## config.mk

```make
export PLATFORM = sky130hd
export DESIGN_NAME = bounded_linked_list_engine_unit
export DESIGN_NICKNAME = d
export VERILOG_FILES = /design/src/hw/rtl/blle_pkg.sv /design/src/hw/rtl/bounded_linked_list_engine_unit.sv
export SDC_FILE = /design/constraint.sdc
export NUM_CORES = 1
export LEC_CHECK = 0
export BUFFER_PORTS_ARGS = -buffer_cell sky130_fd_sc_hd__clkbuf_2
export CAP_MARGIN = 20
export CORE_UTILIZATION = 29
export DETAILED_ROUTE_END_ITERATION = 12
export SYNTH_ARGS = -nofsm -noshare
export SYNTH_HDL_FRONTEND = slang
export SYNTH_SLANG_ARGS = --single-unit
```

## constraint.sdc

```tcl
create_clock -name clk -period 4.79 [get_ports clk]
set_input_delay 0.479 -clock clk [delete_from_list [all_inputs] [get_ports clk]]
set_output_delay 0.479 -clock clk [all_outputs]
set_load 0.01 [all_outputs]
```

## src/hw/rtl/blle_pkg.sv

```systemverilog
`timescale 1ns / 1ps

package blle_pkg;

	localparam int CAPACITY_DEF = 16;

	typedef enum logic [2:0] {
		OP_INS_TAIL  = 3'd0,
		OP_INS_HEAD  = 3'd1,
		OP_INS_AFTER = 3'd2,
		OP_DEL_HEAD  = 3'd3,
		OP_DEL_TAIL  = 3'd4,
		OP_DEL_VALUE = 3'd5,
		OP_DUMP      = 3'd6,
		OP_COUNT     = 3'd7
	} op_t;

	typedef enum logic [1:0] {
		STAT_OK        = 2'd0,
		STAT_EMPTY     = 2'd1,
		STAT_NOT_FOUND = 2'd2,
		STAT_FULL      = 2'd3
	} status_t;

	typedef enum logic [3:0] {
		S_IDLE,
		S_INS_TAIL,
		S_INS_HEAD,
		S_LINK,
		S_WALK_POS,
		S_DEL_HEAD,
		S_WALK_TAIL,
		S_WALK_VAL,
		S_DUMP,
		S_EMIT
	} fsm_t;

	typedef struct packed {
		logic [2:0]         op;
		logic signed [31:0] value;
		logic [4:0]         position;
	} req_item_t;

	typedef struct packed {
		logic [1:0]         status;
		logic signed [31:0] item_value;
		logic [4:0]         node_count;
		logic               last;
	} rsp_item_t;

endpackage

```

## src/hw/rtl/bounded_linked_list_engine_unit.sv

```systemverilog
// Bounded singly linked list of up to CAPACITY signed 32-bit values. Nodes live in two
// synchronous RAMs (values and next-links, one read a cycle, registered read data); a used
// map in flops picks the lowest free slot for each new node. One request is in flight at a
// time; the next request is taken as soon as the engine is back in idle, which it enters at
// the edge that loads its last result, even while that result still sits in the output
// register. Count goes straight to its result; insert head, delete head, insert tail on an
// empty list and the errors seen at once (full, empty list) pass through their working state
// only; insert tail on a non-empty list adds the link patch state; insert after position p
// (0 counts as 1) walks to node p, or reports not found when the list ends first (the walk
// follows one link a cycle); delete tail walks to the last node; delete value walks to the
// first match or to the end of the list; dump loads one result per node per cycle from the
// first cycle on while rsp_stall is low. The link walk through the link RAM read port sets
// the worst case (delete value with no match on a full list). The node RAMs are not
// cleared: only slots that belong to the list are ever used, so the engine is ready
// straight after reset.
`timescale 1ns / 1ps

module bounded_linked_list_engine_unit
	import blle_pkg::*;
#(
	parameter int CAPACITY = CAPACITY_DEF
) (
	input  logic      clk,
	input  logic      arst_n,
	input  logic      req_valid,
	output logic      req_stall,
	input  req_item_t req,
	output logic      rsp_valid,
	input  logic      rsp_stall,
	output rsp_item_t rsp
);

	// index width holds the null code (CAPACITY); address width covers the slots only
	localparam int IW    = $clog2(CAPACITY + 1);
	localparam int AW    = $clog2(CAPACITY);
	localparam int DEPTH = 1 << AW;
	localparam logic [IW-1:0] NIL = IW'(CAPACITY);

	// ---------------------------------------------------------------------------------
	// control and list registers
	// ---------------------------------------------------------------------------------
	fsm_t                 state_q, state_d;
	logic [IW-1:0]        head_q, head_d;
	logic [IW-1:0]        tail_q, tail_d;
	logic [IW-1:0]        count_q, count_d;
	logic [CAPACITY-1:0]  used_q, used_d;

	// walk pointers: cur_q is the node whose RAM words are on the read data this cycle
	logic [IW-1:0]        cur_q, cur_d;
	logic [IW-1:0]        prev_q, prev_d;
	logic [4:0]           step_q, step_d;
	logic signed [31:0]   val_q, val_d;

	// pending single result, and the deferred link patch for two-write inserts
	status_t              res_status_q, res_status_d;
	logic signed [31:0]   res_value_q, res_value_d;
	logic [IW-1:0]        lk_addr_q, lk_addr_d;
	logic [IW-1:0]        new_q, new_d;

	// output register
	logic                 rsp_valid_q;
	rsp_item_t            rsp_q;
	logic                 out_free;
	logic                 out_load;
	rsp_item_t            out_data;

	// node RAMs
	logic signed [31:0]   value_mem [DEPTH];
	logic [IW-1:0]        link_mem  [DEPTH];
	logic [AW-1:0]        rd_addr;
	logic signed [31:0]   val_rd;
	logic [IW-1:0]        link_rd;

	logic                 vm_we;
	logic [AW-1:0]        vm_addr;
	logic signed [31:0]   vm_wdata;
	logic                 lm_we;
	logic [AW-1:0]        lm_addr;
	logic [IW-1:0]        lm_wdata;

	logic [IW-1:0]        free_idx;
	logic                 full;
	logic                 cur_nil;
	logic                 next_nil;

	// lowest free slot
	always_comb begin
		free_idx = NIL;
		for (int i = CAPACITY - 1; i >= 0; i--) begin
			if (!used_q[i]) begin
				free_idx = IW'(i);
			end
		end
	end

	assign full     = (count_q >= NIL);
	assign cur_nil  = (cur_q >= NIL);
	assign next_nil = (link_rd >= NIL);
	assign out_free = !rsp_valid_q || !rsp_stall;

	assign req_stall = (state_q != S_IDLE);
	assign rsp_valid = rsp_valid_q;
	assign rsp       = rsp_q;

	// read address follows the next walk pointer, so data lines up with cur_q
	assign rd_addr = cur_d[AW-1:0];

	always_ff @(posedge clk) begin
		if (vm_we) begin
			value_mem[vm_addr] <= vm_wdata;
		end
		val_rd <= value_mem[rd_addr];
	end

	always_ff @(posedge clk) begin
		if (lm_we) begin
			link_mem[lm_addr] <= lm_wdata;
		end
		link_rd <= link_mem[rd_addr];
	end

	// ---------------------------------------------------------------------------------
	// sequencer: next state, list updates, RAM writes and result transfers
	// ---------------------------------------------------------------------------------
	always_comb begin
		state_d      = state_q;
		head_d       = head_q;
		tail_d       = tail_q;
		count_d      = count_q;
		used_d       = used_q;
		cur_d        = cur_q;
		prev_d       = prev_q;
		step_d       = step_q;
		val_d        = val_q;
		res_status_d = res_status_q;
		res_value_d  = res_value_q;
		lk_addr_d    = lk_addr_q;
		new_d        = new_q;
		vm_we        = 1'b0;
		vm_addr      = free_idx[AW-1:0];
		vm_wdata     = val_q;
		lm_we        = 1'b0;
		lm_addr      = free_idx[AW-1:0];
		lm_wdata     = NIL;
		out_load     = 1'b0;
		out_data     = '{status: STAT_OK, item_value: res_value_q,
		                 node_count: 5'(count_q), last: 1'b1};

		unique case (state_q)
			S_IDLE: begin
				cur_d  = head_q;
				prev_d = NIL;
				if (req_valid) begin
					val_d        = req.value;
					step_d       = (req.position == 5'd0) ? 5'd0 : req.position - 5'd1;
					res_status_d = STAT_OK;
					res_value_d  = '0;
					unique case (op_t'(req.op))
						OP_INS_TAIL:  state_d = S_INS_TAIL;
						OP_INS_HEAD:  state_d = S_INS_HEAD;
						OP_INS_AFTER: state_d = S_WALK_POS;
						OP_DEL_HEAD:  state_d = S_DEL_HEAD;
						OP_DEL_TAIL:  state_d = S_WALK_TAIL;
						OP_DEL_VALUE: state_d = S_WALK_VAL;
						OP_DUMP:      state_d = S_DUMP;
						OP_COUNT:     state_d = S_EMIT;
						default:      state_d = S_EMIT;
					endcase
				end
			end

			S_INS_TAIL: begin
				if (full) begin
					res_status_d = STAT_FULL;
					state_d      = S_EMIT;
				end else begin
					vm_we                   = 1'b1;
					lm_we                   = 1'b1;
					lm_wdata                = NIL;
					used_d[free_idx[AW-1:0]] = 1'b1;
					count_d                 = count_q + 1'b1;
					tail_d                  = free_idx;
					if (head_q >= NIL) begin
						head_d  = free_idx;
						state_d = S_EMIT;
					end else begin
						lk_addr_d = tail_q;
						new_d     = free_idx;
						state_d   = S_LINK;
					end
				end
			end

			S_INS_HEAD: begin
				if (full) begin
					res_status_d = STAT_FULL;
				end else begin
					vm_we                   = 1'b1;
					lm_we                   = 1'b1;
					lm_wdata                = head_q;
					used_d[free_idx[AW-1:0]] = 1'b1;
					count_d                 = count_q + 1'b1;
					head_d                  = free_idx;
					if (tail_q >= NIL) begin
						tail_d = free_idx;
					end
				end
				state_d = S_EMIT;
			end

			// second link write of a tail or mid-list insert
			S_LINK: begin
				lm_we    = 1'b1;
				lm_addr  = lk_addr_q[AW-1:0];
				lm_wdata = new_q;
				state_d  = S_EMIT;
			end

			S_WALK_POS: begin
				if (full) begin
					res_status_d = STAT_FULL;
					state_d      = S_EMIT;
				end else if (cur_nil) begin
					res_status_d = STAT_NOT_FOUND;
					state_d      = S_EMIT;
				end else if (step_q == 5'd0) begin
					vm_we                   = 1'b1;
					lm_we                   = 1'b1;
					lm_wdata                = link_rd;
					used_d[free_idx[AW-1:0]] = 1'b1;
					count_d                 = count_q + 1'b1;
					if (cur_q == tail_q) begin
						tail_d = free_idx;
					end
					lk_addr_d = cur_q;
					new_d     = free_idx;
					state_d   = S_LINK;
				end else if (next_nil) begin
					res_status_d = STAT_NOT_FOUND;
					state_d      = S_EMIT;
				end else begin
					cur_d  = link_rd;
					step_d = step_q - 5'd1;
				end
			end

			S_DEL_HEAD: begin
				if (cur_nil) begin
					res_status_d = STAT_EMPTY;
				end else begin
					head_d = link_rd;
					if (next_nil) begin
						tail_d = NIL;
					end
					used_d[cur_q[AW-1:0]] = 1'b0;
					count_d              = count_q - 1'b1;
					res_value_d          = val_rd;
				end
				state_d = S_EMIT;
			end

			S_WALK_TAIL: begin
				if (cur_nil) begin
					res_status_d = STAT_EMPTY;
					state_d      = S_EMIT;
				end else if (next_nil) begin
					if (prev_q >= NIL) begin
						head_d = NIL;
						tail_d = NIL;
					end else begin
						lm_we    = 1'b1;
						lm_addr  = prev_q[AW-1:0];
						lm_wdata = NIL;
						tail_d   = prev_q;
					end
					used_d[cur_q[AW-1:0]] = 1'b0;
					count_d              = count_q - 1'b1;
					res_value_d          = val_rd;
					state_d              = S_EMIT;
				end else begin
					prev_d = cur_q;
					cur_d  = link_rd;
				end
			end

			S_WALK_VAL: begin
				if (cur_nil) begin
					res_status_d = STAT_NOT_FOUND;
					state_d      = S_EMIT;
				end else if (val_rd == val_q) begin
					if (prev_q >= NIL) begin
						head_d = link_rd;
					end else begin
						lm_we    = 1'b1;
						lm_addr  = prev_q[AW-1:0];
						lm_wdata = link_rd;
					end
					if (cur_q == tail_q) begin
						tail_d = prev_q;
					end
					used_d[cur_q[AW-1:0]] = 1'b0;
					count_d              = count_q - 1'b1;
					res_value_d          = val_rd;
					state_d              = S_EMIT;
				end else begin
					prev_d = cur_q;
					cur_d  = link_rd;
				end
			end

			// one transfer per node; on a stall the same node is simply read again
			S_DUMP: begin
				if (cur_nil) begin
					res_status_d = STAT_EMPTY;
					state_d      = S_EMIT;
				end else if (out_free) begin
					out_load = 1'b1;
					out_data = '{status: STAT_OK, item_value: val_rd,
					             node_count: 5'(count_q), last: next_nil};
					cur_d    = link_rd;
					if (next_nil) begin
						state_d = S_IDLE;
					end
				end
			end

			S_EMIT: begin
				if (out_free) begin
					out_load = 1'b1;
					out_data = '{status: res_status_q, item_value: res_value_q,
					             node_count: 5'(count_q), last: 1'b1};
					state_d  = S_IDLE;
				end
			end

			default: begin
				state_d = S_IDLE;
			end
		endcase
	end

	always_ff @(posedge clk or negedge arst_n) begin
		if (!arst_n) begin
			state_q     <= S_IDLE;
			head_q      <= NIL;
			tail_q      <= NIL;
			count_q     <= '0;
			used_q      <= '0;
			rsp_valid_q <= 1'b0;
		end else begin
			state_q <= state_d;
			head_q  <= head_d;
			tail_q  <= tail_d;
			count_q <= count_d;
			used_q  <= used_d;
			if (out_load) begin
				rsp_valid_q <= 1'b1;
			end else if (!rsp_stall) begin
				rsp_valid_q <= 1'b0;
			end
		end
	end

	always_ff @(posedge clk) begin
		cur_q        <= cur_d;
		prev_q       <= prev_d;
		step_q       <= step_d;
		val_q        <= val_d;
		res_status_q <= res_status_d;
		res_value_q  <= res_value_d;
		lk_addr_q    <= lk_addr_d;
		new_q        <= new_d;
		if (out_load) begin
			rsp_q <= out_data;
		end
	end

	// ---------------------------------------------------------------------------------
	// checks on list bookkeeping
	// ---------------------------------------------------------------------------------
	a_count_bound: assert property (@(posedge clk) disable iff (!arst_n)
		count_q <= NIL)
		else $error("element count above capacity");

	a_used_matches_count: assert property (@(posedge clk) disable iff (!arst_n)
		$countones(used_q) == int'(count_q))
		else $error("used map out of step with element count");

	a_head_empty: assert property (@(posedge clk) disable iff (!arst_n)
		(head_q >= NIL) == (count_q == '0))
		else $error("head pointer disagrees with element count");

	a_tail_head: assert property (@(posedge clk) disable iff (!arst_n)
		(tail_q >= NIL) == (head_q >= NIL))
		else $error("tail and head disagree on empty list");

endmodule

```

Yosys cells after proc, flatten, opt, wreduce, memory -nomap -nowiden
Memory sizes are Yosys's and may differ from the RTL's. A register that Yosys moved wholly into a read port is not among the register bits.
Index checks and enable logic that the tools add are counted.
{"block": "totals", "regBits": 166, "latch_bits": 0, "ram_bits": 592, "rom_bits": 32, "in_bits": 44, "output_inout_bits": 42, "elab_cells": 287, "mem_count": 3}
{"name": "value_mem", "words": 16, "width": 32, "read_ports": 1, "rd_ports_with_merged_regs": 1, "write_ports": 1, "line": "bounded_linked_list_engine_unit.sv:68", "source": "logic signed [31:0] value_mem [DEPTH];"}
{"name": "link_mem", "words": 16, "width": 5, "read_ports": 1, "rd_ports_with_merged_regs": 1, "write_ports": 1, "line": "bounded_linked_list_engine_unit.sv:69", "source": "logic [IW-1:0] link_mem [DEPTH];"}
{"name": "(no name shown)", "words": 8, "width": 4, "read_ports": 1, "rd_ports_with_merged_regs": 0, "write_ports": 0, "line": "bounded_linked_list_engine_unit.sv:158", "source": "unique case (op_t'(req.op))"}
{"block": "classes", "addsub": 4, "n_mul": 0, "n_div": 0, "n_lt_le_gt_ge": 10, "n_eq_ne": 47, "n_shift": 0, "n_mux": 169, "n_bitwise": 3, "n_reduce_logical": 32}
{"op": "2-to-1 mux 5 bit", "count": 80}
{"op": "2-to-1 mux 32 bit", "count": 6}
{"op": "2-to-1 mux 16 bit", "count": 9}
{"op": "case mux 32 bit (4 select lines)", "count": 1}
{"op": "2-to-1 mux 4 bit", "count": 24}
{"op": "case mux 16 bit (5 select lines)", "count": 1}
{"op": "case mux 40 bit (2 select lines)", "count": 1}
{"op": "2-to-1 mux 38 bit", "count": 2}
{"op": "case mux 5 bit (5 select lines)", "count": 3}
{"op": "!= test 2 bit, second input constant", "count": 28}
{"op": "2-to-1 mux 40 bit", "count": 1}
{"op": "equality test 32 bit", "count": 1}
{"op": "case mux 4 bit (8 select lines)", "count": 1}
{"op": "greater-or-equal comparator 5 bit, second input constant", "count": 6}
{"op": "case mux 5 bit (6 select lines)", "count": 1}
{"op": "case mux 5 bit (2 select lines)", "count": 2}
{"op": "case mux 5 bit (4 select lines)", "count": 1}
{"op": "nonzero test 5 bit", "count": 4}
{"op": "2-to-1 mux 1 bit", "count": 19}
{"op": "AND 16 bit", "count": 1}
{"op": "equality test 4 x 3 -> 1 bit, second input constant", "count": 4}
{"op": "2-to-1 mux 2 bit", "count": 8}
{"op": "inverter 16 bit", "count": 1}
{"op": "OR 16 bit", "count": 1}
{"op": "37 further kinds", "count": 59}

Logic depth before layout (Yosys ltp)
Gate-level depths: netlist of run 1.
{"block": "depth", "depth_word": 25, "mapped_depth": 15, "ltp_nobuf": 12}

Worst setup path before layout of run 1
No wires, ideal clock.
{"block": "synth_timing", "path_kind": "register to register", "from": "reg step_q[0]", "to": "mem value_mem[12][0], enable pin", "arrival_ns": 4.452, "path_slack_ns": -0.123, "stages_incl_launch_ff": 9, "synth_period_minus_slack_ns": 4.913, "cell_sequence": "edfxtp_1 inv_1 ha_1 or4b_2 nor2_1 nand3_1 a21oi_1 nand4_1 nor3_1"}
{"block": "synth_via", "elab_chain_cells": 7}
{"element": "from (decl)", "line": "bounded_linked_list_engine_unit.sv:51", "source": "logic [4:0] step_q, step_d;"}
{"element": "from (signal assigned)", "line": "bounded_linked_list_engine_unit.sv:367", "source": "step_q <= step_d;"}
{"element": "zero test 5 bit", "line": "bounded_linked_list_engine_unit.sv:226", "source": "end else if (step_q == 5'd0) begin"}
{"element": "2-to-1 mux 1 bit", "line": "bounded_linked_list_engine_unit.sv:226"}
{"element": "2-to-1 mux 1 bit", "line": "bounded_linked_list_engine_unit.sv:223", "source": "end else if (cur_nil) begin"}
{"element": "2-to-1 mux 1 bit", "line": "bounded_linked_list_engine_unit.sv:220", "source": "if (full) begin"}
{"element": "case mux 1 bit (2 select lines)", "line": "bounded_linked_list_engine_unit.sv:149", "source": "unique case (state_q)"}
{"element": "2-to-1 mux 1 bit", "line": "bounded_linked_list_engine_unit.sv:109", "source": "if (vm_we) begin"}
{"element": "2-to-1 mux 1 bit (not written as such)", "line": "bounded_linked_list_engine_unit.sv:110", "source": "value_mem[vm_addr] <= vm_wdata;"}
{"element": "to (decl)", "line": "bounded_linked_list_engine_unit.sv:68"}
Every way passes these cells.

Worst setup path in the final report of run 1
{"block": "layout_timing", "from": "reg val_q[26]", "to": "reg val_rd[24], read port of value_mem"}
{"block": "layout_via", "elab_chain_cells": 4}
{"element": "from (decl)", "line": "bounded_linked_list_engine_unit.sv:52", "source": "logic signed [31:0] val_q, val_d;"}
{"element": "from (signal assigned)", "line": "bounded_linked_list_engine_unit.sv:368", "source": "val_q <= val_d;"}
{"element": "equality test 32 bit", "line": "bounded_linked_list_engine_unit.sv:290", "source": "end else if (val_rd == val_q) begin"}
{"element": "2-to-1 mux 5 bit", "line": "bounded_linked_list_engine_unit.sv:290"}
{"element": "2-to-1 mux 5 bit", "line": "bounded_linked_list_engine_unit.sv:287", "source": "if (cur_nil) begin"}
{"element": "case mux 5 bit (5 select lines)", "line": "bounded_linked_list_engine_unit.sv:149"}
{"element": "to (decl)", "line": "bounded_linked_list_engine_unit.sv:71", "source": "logic signed [31:0] val_rd;"}
Every way passes these cells. The select of a mux whose other input is x is not followed.
A chain may end at the register's enable or synchronous reset.

==> reports/metrics.yaml, run 1 <==
status: "finished, final reports clean"
ir_drop_mv: 0.2800
clock_skew_ns: 0.05833
hp-class: "in -> reg"
clockBufferDepth: 3
ios: 86
hpwlAfterDp_um: 48260
synthArstFlopShare: 0.04528
finalHoldViolCount: 0
cap_viol_max_count: 0
leakage_nw: 12.92
hp-start: "req[29]"
worstPathArrival_ns: 5.03
placementRows: 120
gr-usage-met3: 0.02835
synthTopCellsByCount: "edfxtp_1, mux2i_1, o22ai_1, nor2_1, nand2_1"
ys_seq_area_frac: 0.7395
antennaDiodeCount: 0
yosys.area.top_type_share: 0.6847
path_buf_inv: 3
cts_root_buf: "clkbuf_16"
register_area_um2: 23280
timing.rr.end: "val_rd[24]$_DFF_P_"
r2r-start: "val_q[26]$_DFFE_PP_"
antenna_found_initial: 1
reg2reg_depth: 12
drt_wl_total_um: 84610
die-area_um2: 109900
cp-end-kind: "flop"
h-tree-depth: 3
syn_inst: 1927
synth-edff-count: 718
ant_nets: 0
power_density_nw_per_um2: 364.6
avgSynthCellArea_um2: 16.34
max_freq_ghz: 0.2217
path_common_cell: "buf_12"
multi_input_area_um2: 7767
hold_depth: 1
met1_usage: 0.2087
yosysWarnings: 0
avgRoutedWirePerCell_um: 23.73
die_x_um: 331.5
core_um2: 107400
start_kind: "flop"
grt_pass1_vias: 17900
worst_slew_pin_slew_ns: 1.067
synthToLayoutAreaGrowth_pct: 18.04
dpl.cell_count: 3406
die_h_um: 331.5
setup_viol: 0
place_congestion: 0.8616
crit_chain: "xor2_1 > nor4_2 > nand4_1 > nor3_2 > buf_4 > nand2_1 > o311ai_2 > buf_12 > buf_12 > mux2i_1 > o22ai_1 > or4_1"
fin_nets: 2152
rsz0062_at_grt: "false"
drive_gt1_frac: 0.1711
clk-insertion-delay-late_ns: 0.66
yosys.cell_types.count: 71
grt_busiest_layer: "met2"
ys.flop_type: "edfxtp_1"
ys_ff_latch: 795
final_core_util: 0.3462
port_buffers: 85
track_usage: 0.1503
cts_tree: "done"
dpl_worst_slack_ns: -0.03669
yosys.area.top_type: "edfxtp_1"
path_clk_slew_ns: 0.07
maxSlewHeadroom: 0.2884
cp_slowest_cell: "edfxtp_1"
route.detailed.drc: 0
fin_crit_ns: 4.511
synth_area_um2: 31490
post-synth-top-count-cell: "edfxtp_1"
critPathKind: "reg -> reg"
final_cells: 3565
finalCritPeriodShare: 0.9417
start_util: 0.2933
clock_sinks: 795
setup_ws_ns: 0.2793
r2r_slack_ns: 0.28
dr.pass1.iters: 5
critPathTopFamily: "simple AND/OR/NAND/NOR gates"
via_count: 18060
grt_max_degree: 45
critPathRequiredTime_ns: 5.31
grt_pass1_wl_um: 121600
syn_nets: 1979
vias_per_cell: 5.067
drv_slew: 0
min_to: "val_q[24]$_DFFE_PP_"
grt_use_met2: 0.2343
cp_max_fo: 23
cts_made_buffers: 78
dr.first_iter.drc_count: 1777
fin_total_pwr_mw: 13.55
setup_tns_ns: 0
slowest_delay_ns: 0.63
overflow: 0
nFillCells: 10090
synth_area_leaders: "edfxtp_1, mux2i_1, o22ai_1"
==> registers in the layout, summed over array words and instances, names as in the netlist, 16 cells and up <==
name and count:
value_mem 512, val_q 32, used_q 16, res_value_q 32, link_mem 80, val_rd 32, rsp 40
==> timing repair <==
action,4_1_cts,5_1_grt
setup buffers,0,0
setup endpoints to repair,12,25
endpoints found under the hold margin,15,34
resized for setup,1,1
hold buffers,15,1
gates cloned,0,0
==> layout by cell type (no fill, tap or decap), types with 15 or more instances in the layout <==
| cell type | n |
|---|---|
| edfxtp_1 | 718 |
| mux2i_1 | 300 |
| o22ai_1 | 155 |
| clkbuf_2 | 85 |
| clkbuf_16 | 78 |
| nor2_1 | 66 |
| nand2_1 | 48 |
| buf_4 | 48 |
| o21ai_0 | 45 |
| mux2_2 | 42 |
| dfxtp_1 | 41 |
| and2_1 | 39 |
| a21oi_1 | 38 |
| buf_12 | 38 |
| or4_1 | 37 |
| xor2_1 | 35 |
| dfrtp_1 | 34 |
| inv_1 | 23 |
| clkbuf_1 | 17 |
| dlygate4sd3_1 | 16 |
| clkinv_1 | 15 |
==> final cells by class <==
class,count,share of cell area
flip-flops and latches,795,0.6265
multi-input cells,1009,0.2090
clock buffers,100,0.05608
well taps,1403,0.04723
repair buffers,188,0.04605
clock inverters,42,0.01235
inverters,28,0.002828
==> kinds of logic after synthesis <==
| kind of cell | share of synthesized area |
|---|---|
| buffers and inverters | 0.01907 |
| adder cells (fa/ha/maj) | 0.003417 |
| AO/OA/AOI/OAI | 0.06282 |
| AND/OR/NAND/NOR | 0.05177 |
| flip-flops | 0.7395 |
| XOR/XNOR | 0.01307 |
| multiplexers | 0.1104 |
==> power breakdown <==
group	leakage (nW)	switching (mW)	internal, mW
Clock	1.24	2.65	3.40
Combinational	4.53	0.0279	0.0277
Sequential	7.15	0.0000000000000000558	7.45
Total	12.9	2.67	10.9
==> layer usage <==
layer	vias up	share of wire
met3	158	0.070
met1	9194	0.44
met5	-	0
met2	758	0.46
li1	7954	-
met4	0	0.031
==> through the flow <==
| stage | hold slack [ns] | instance area, µm² |
|---|---|---|
| global placement | 0.4750 | 34430 |
| finish | 0.03173 | 37170 |
| CTS | 0.005470 | 37130 |
| global route | 0.01357 | 37170 |
| floorplan | 0.1834 | 31490 |
| detailed placement | 0.4804 | 34430 |
==> how the worst max path moves through the flow <==
| stage | endpoint | slack [ns] | start | cells after the start |
|---|---|---|---|---|
| detailed placement | val_rd[24]$_DFF_P_ | -0.04 | val_q[26]$_DFFE_PP_ | 12 |
| global placement | val_rd[13]$_DFF_P_ | -0.16 | val_q[25]$_DFFE_PP_ | 12 |
| CTS | val_rd[24]$_DFF_P_ | 0.22 | val_q[26]$_DFFE_PP_ | 12 |
| global route | val_rd[24]$_DFF_P_ | 0.07 | val_q[26]$_DFFE_PP_ | 12 |
| finish | val_rd[24]$_DFF_P_ | 0.28 | val_q[26]$_DFFE_PP_ | 12 |
| floorplan | value_mem[12][0]$_DFFE_PP_ | -0.12 | step_q[0]$_DFFE_PP_ | 8 |
Note: power is estimated with default switching activity, not from simulation.
==> inputs of run 2 (changes only) <==
--- a/config.mk
+++ b/config.mk
@@ -10,4 +10,5 @@
 export CORE_UTILIZATION = 29
 export DETAILED_ROUTE_END_ITERATION = 12
+export RECOVER_POWER = 50
 export SYNTH_ARGS = -nofsm -noshare
 export SYNTH_HDL_FRONTEND = slang
==> constraint.sdc (replaced) <==
create_clock -name clk -period 4.79 [get_ports clk]
set_input_delay 0.7185 -clock clk [delete_from_list [all_inputs] [get_ports clk]]
set_output_delay 0.7185 -clock clk [all_outputs]
set_load 0.01 [all_outputs]
==> run 2 against run 1 <==
  * The flow now finishes with violations (capacitance limit, slew limit)
  * Largest cell class unchanged
  * Clock power is essentially flat
  * Design area shrank 0.83%
  * Clock skew shrank 0.00051 ns
  * Global-route usage is essentially flat
  * Via count shrank 0.30%
  * Power shrank 0.13%
  * Critical endpoint unchanged
  * Non-clock buffer count shrank 15
  * Routed wire length is essentially flat
  * Worst hold slack gained 0.22 ns
  * Cell count shrank 0.39%
  * Sequential share of layout area grew 0.52 points
==> reports/metrics.yaml, run 2 (synthesized netlist as in run 1, its figures left out) <==
maxSlewHeadroom: -0.4846  # -0.7730
via_count: 18010  # -0.30%
placementRows: 120  # unchanged
clk-insertion-delay-late_ns: 0.66  # about the same
grt_pass1_wl_um: 121500  # about the same
p_seq_frac: 0.551  # about the same
cts_tree: "done"
route.detailed.drc: 0  # unchanged
cts_made_buffers: 78  # unchanged
hold_depth: 1  # unchanged
layout_common_cells: "edfxtp_1, mux2i_1, o22ai_1"
ir_drop_mv: 0.2801  # about the same
regMostFlops: "value_mem"
top_layer: "met4"
cap_viol_max_count: 5  # +5
wl_met1_um: 37000  # -0.72%
hold_ws_ns: 0.2469  # +0.2152 ns
ios: 86  # unchanged
timing.rr.end: "val_rd[24]$_DFF_P_"
final_common_cell: "edfxtp_1"
hpwlAfterDp_um: 48260  # unchanged
avgRoutedWirePerCell_um: 23.83  # +0.40%
die-area_um2: 109900  # unchanged
start_kind: "flop"
dr.pass1.iters: 8  # +3
finalCritPeriodShare: 0.9709  # +0.02923
routed-wl-met2_um: 38710  # -0.24%
r2r_slack_ns: 0.14  # -0.14 ns
fin_total_pwr_mw: 13.54  # -0.13%
violations: "capacitance limit, slew limit"
placed_cell_area_um2: 34430  # unchanged
drv_slew: 112  # +112
crit_chain: "or2_0 > nor4b_1 > o21ai_0 > o2111a_1 > o311ai_2 > buf_12 > buf_12 > mux2i_1 > o22ai_1 > or4_1"
critPathRequiredTime_ns: 5.31  # about the same
drt_wl_total_um: 84610  # about the same
p_int_mw: 10.87  # -0.11%
largest_reg_flops: 512  # unchanged
place_congestion: 0.8616  # unchanged
ant_nets: 0  # unchanged
finalHoldViolCount: 0  # unchanged
path_clk_slew_ns: 0.06  # about the same
vias_per_cell: 5.072  # about the same
hp-start: "req[5]"
slowest_delay_ns: 1.31  # +0.68 ns
final_cells: 3551  # -0.39%
clock_skew_ns: 0.05782  # -0.0005135 ns
grt_max_degree: 45  # unchanged
drive_gt1_frac: 0.1332  # -0.03793
critPathKind: "reg -> reg"
status: "complete, but fails checks"
die_h_um: 331.5  # unchanged
pwr-share-clk: 0.446  # about the same
dr.first_iter.drc_count: 1830  # +3.0%
cp-end-kind: "flop"
port_buffers: 85  # unchanged
setup_viol: 0  # unchanged
fin_nets: 2137  # -0.70%
switchingPower_mw: 2.668  # -0.20%
postCtsSetupBuffers: 0  # unchanged
wl_met3_um: 6250  # +5.8%
leakage_nw: 12.61  # -2.4%
overflow: 0  # unchanged
clock_sinks: 795  # unchanged
path_common_cell: "buf_12"
swShare: 0.1971  # about the same
rsz0062_at_grt: "false"
cp_slowest_cell: "nor4b_1"
p_comb_frac: 0.003  # about the same
r2r-start: "state_q[0]$_DFFE_PN0P_"
final_area_um2: 36860  # -0.83%
max_freq_ghz: 0.2150  # -3.0%
power_density_nw_per_um2: 367.2  # +0.71%
dpl.cell_count: 3406  # unchanged
die_x_um: 331.5  # unchanged
start_util: 0.2933  # unchanged
synthToLayoutAreaGrowth_pct: 17.06
hp-class: "in -> reg"
worstSetupStartpoint: "state_q[0]$_DFFE_PN0P_"
h-tree-depth: 3  # unchanged
cts_root_buf: "clkbuf_16"
worstPathArrival_ns: 5.17  # +0.14 ns
clockBufferDepth: 3  # unchanged
worst_slew_pin_slew_ns: 2.227  # +1.159 ns
reg2reg_depth: 10  # -2
min_to: "val_q[0]$_DFFE_PP_"
grt_pass1_vias: 17850  # -0.23%
cp_max_fo: 23  # unchanged
core_um2: 107400  # unchanged
antenna_found_initial: 2  # +1
track_usage: 0.1502  # about the same
nFillCells: 10130  # +0.48%
fin_crit_ns: 4.651  # +0.1400 ns
==> run 2: power groups by stage <==
stage	Sequential [mW]	Clock [mW]	Combinational, mW
finish	7.45	6.04	0.0417
detailed placement	7.60	0	0.0454
global route	7.45	6.42	0.0470
CTS	7.45	6.17	0.0458
global placement	7.60	0	0.0449
floorplan	7.60	0	0.00773
==> run 2: how the worst max path moves through the flow <==
stage                                 endpoint  slack (ns)  cells past startpoint
finish                      val_rd[24]$_DFF_P_        0.14                     10
global route                val_rd[24]$_DFF_P_        0.07                     12
CTS                         val_rd[24]$_DFF_P_        0.22                     12
detailed placement          val_rd[24]$_DFF_P_       -0.04                     12
global placement            val_rd[13]$_DFF_P_       -0.16                     12
floorplan           value_mem[12][0]$_DFFE_PP_       -0.12                      8
==> run 2: through the flow <==
| stage | TNS (ns) | setup slack, ns | utilization |
|---|---|---|---|
| 3_5_place_dp | -0.05226 | -0.03669 | 0.3207 |
| 2_1_floorplan | -11.13 | -0.1231 | - |
| 6_report | 0 | 0.1393 | 0.3434 |
| 5_1_grt | 0 | 0.06596 | 0.3433 |
| 3_3_place_gp | -2.863 | -0.1617 | 0.3207 |
| 4_1_cts | 0 | 0.2230 | 0.3445 |
==> run 2: cell type report <==
cell class              count  area (µm²)  share of cell area
diodes                      1       2.502          0.00006789
flip-flops and latches    795       23280              0.6317
well taps                1403        1755             0.04762
clock buffers             100        2085             0.05655
clock inverters            42       459.2             0.01246
repair buffers            173        1424             0.03863
multi-input cells        1009        7745              0.2101
inverters                  28       105.1            0.002851
==> run 2: what timing repair did <==
| action | CTS | global route |
|---|---|---|
| endpoints found under the setup margin | 12 | 25 |
| gates resized for setup | 1 | 1 |
| hold buffers | 0 | 1 |
| endpoints found under the hold margin | 0 | 3 |
==> run 2: metal layers <==
layer	GRT usage	vias to the layer above
met3	0.02835	157
met2	0.2341	805
met4	0.05285	0
met1	0.2087	9116
met5	0	-
li1	-	7931
==> run 2: critical path, delay by kind of cell, from the launching register on <==
| family | cells | cell delay (ns) |
|---|---|---|
| AO/OA/AOI/OAI | 4 | 0.81 |
| AND/OR/NAND/NOR | 3 | 2.34 |
| multiplexers | 1 | 0.23 |
| buffers and inverters | 2 | 0.52 |
| flip-flops | 1 | 0.61 |
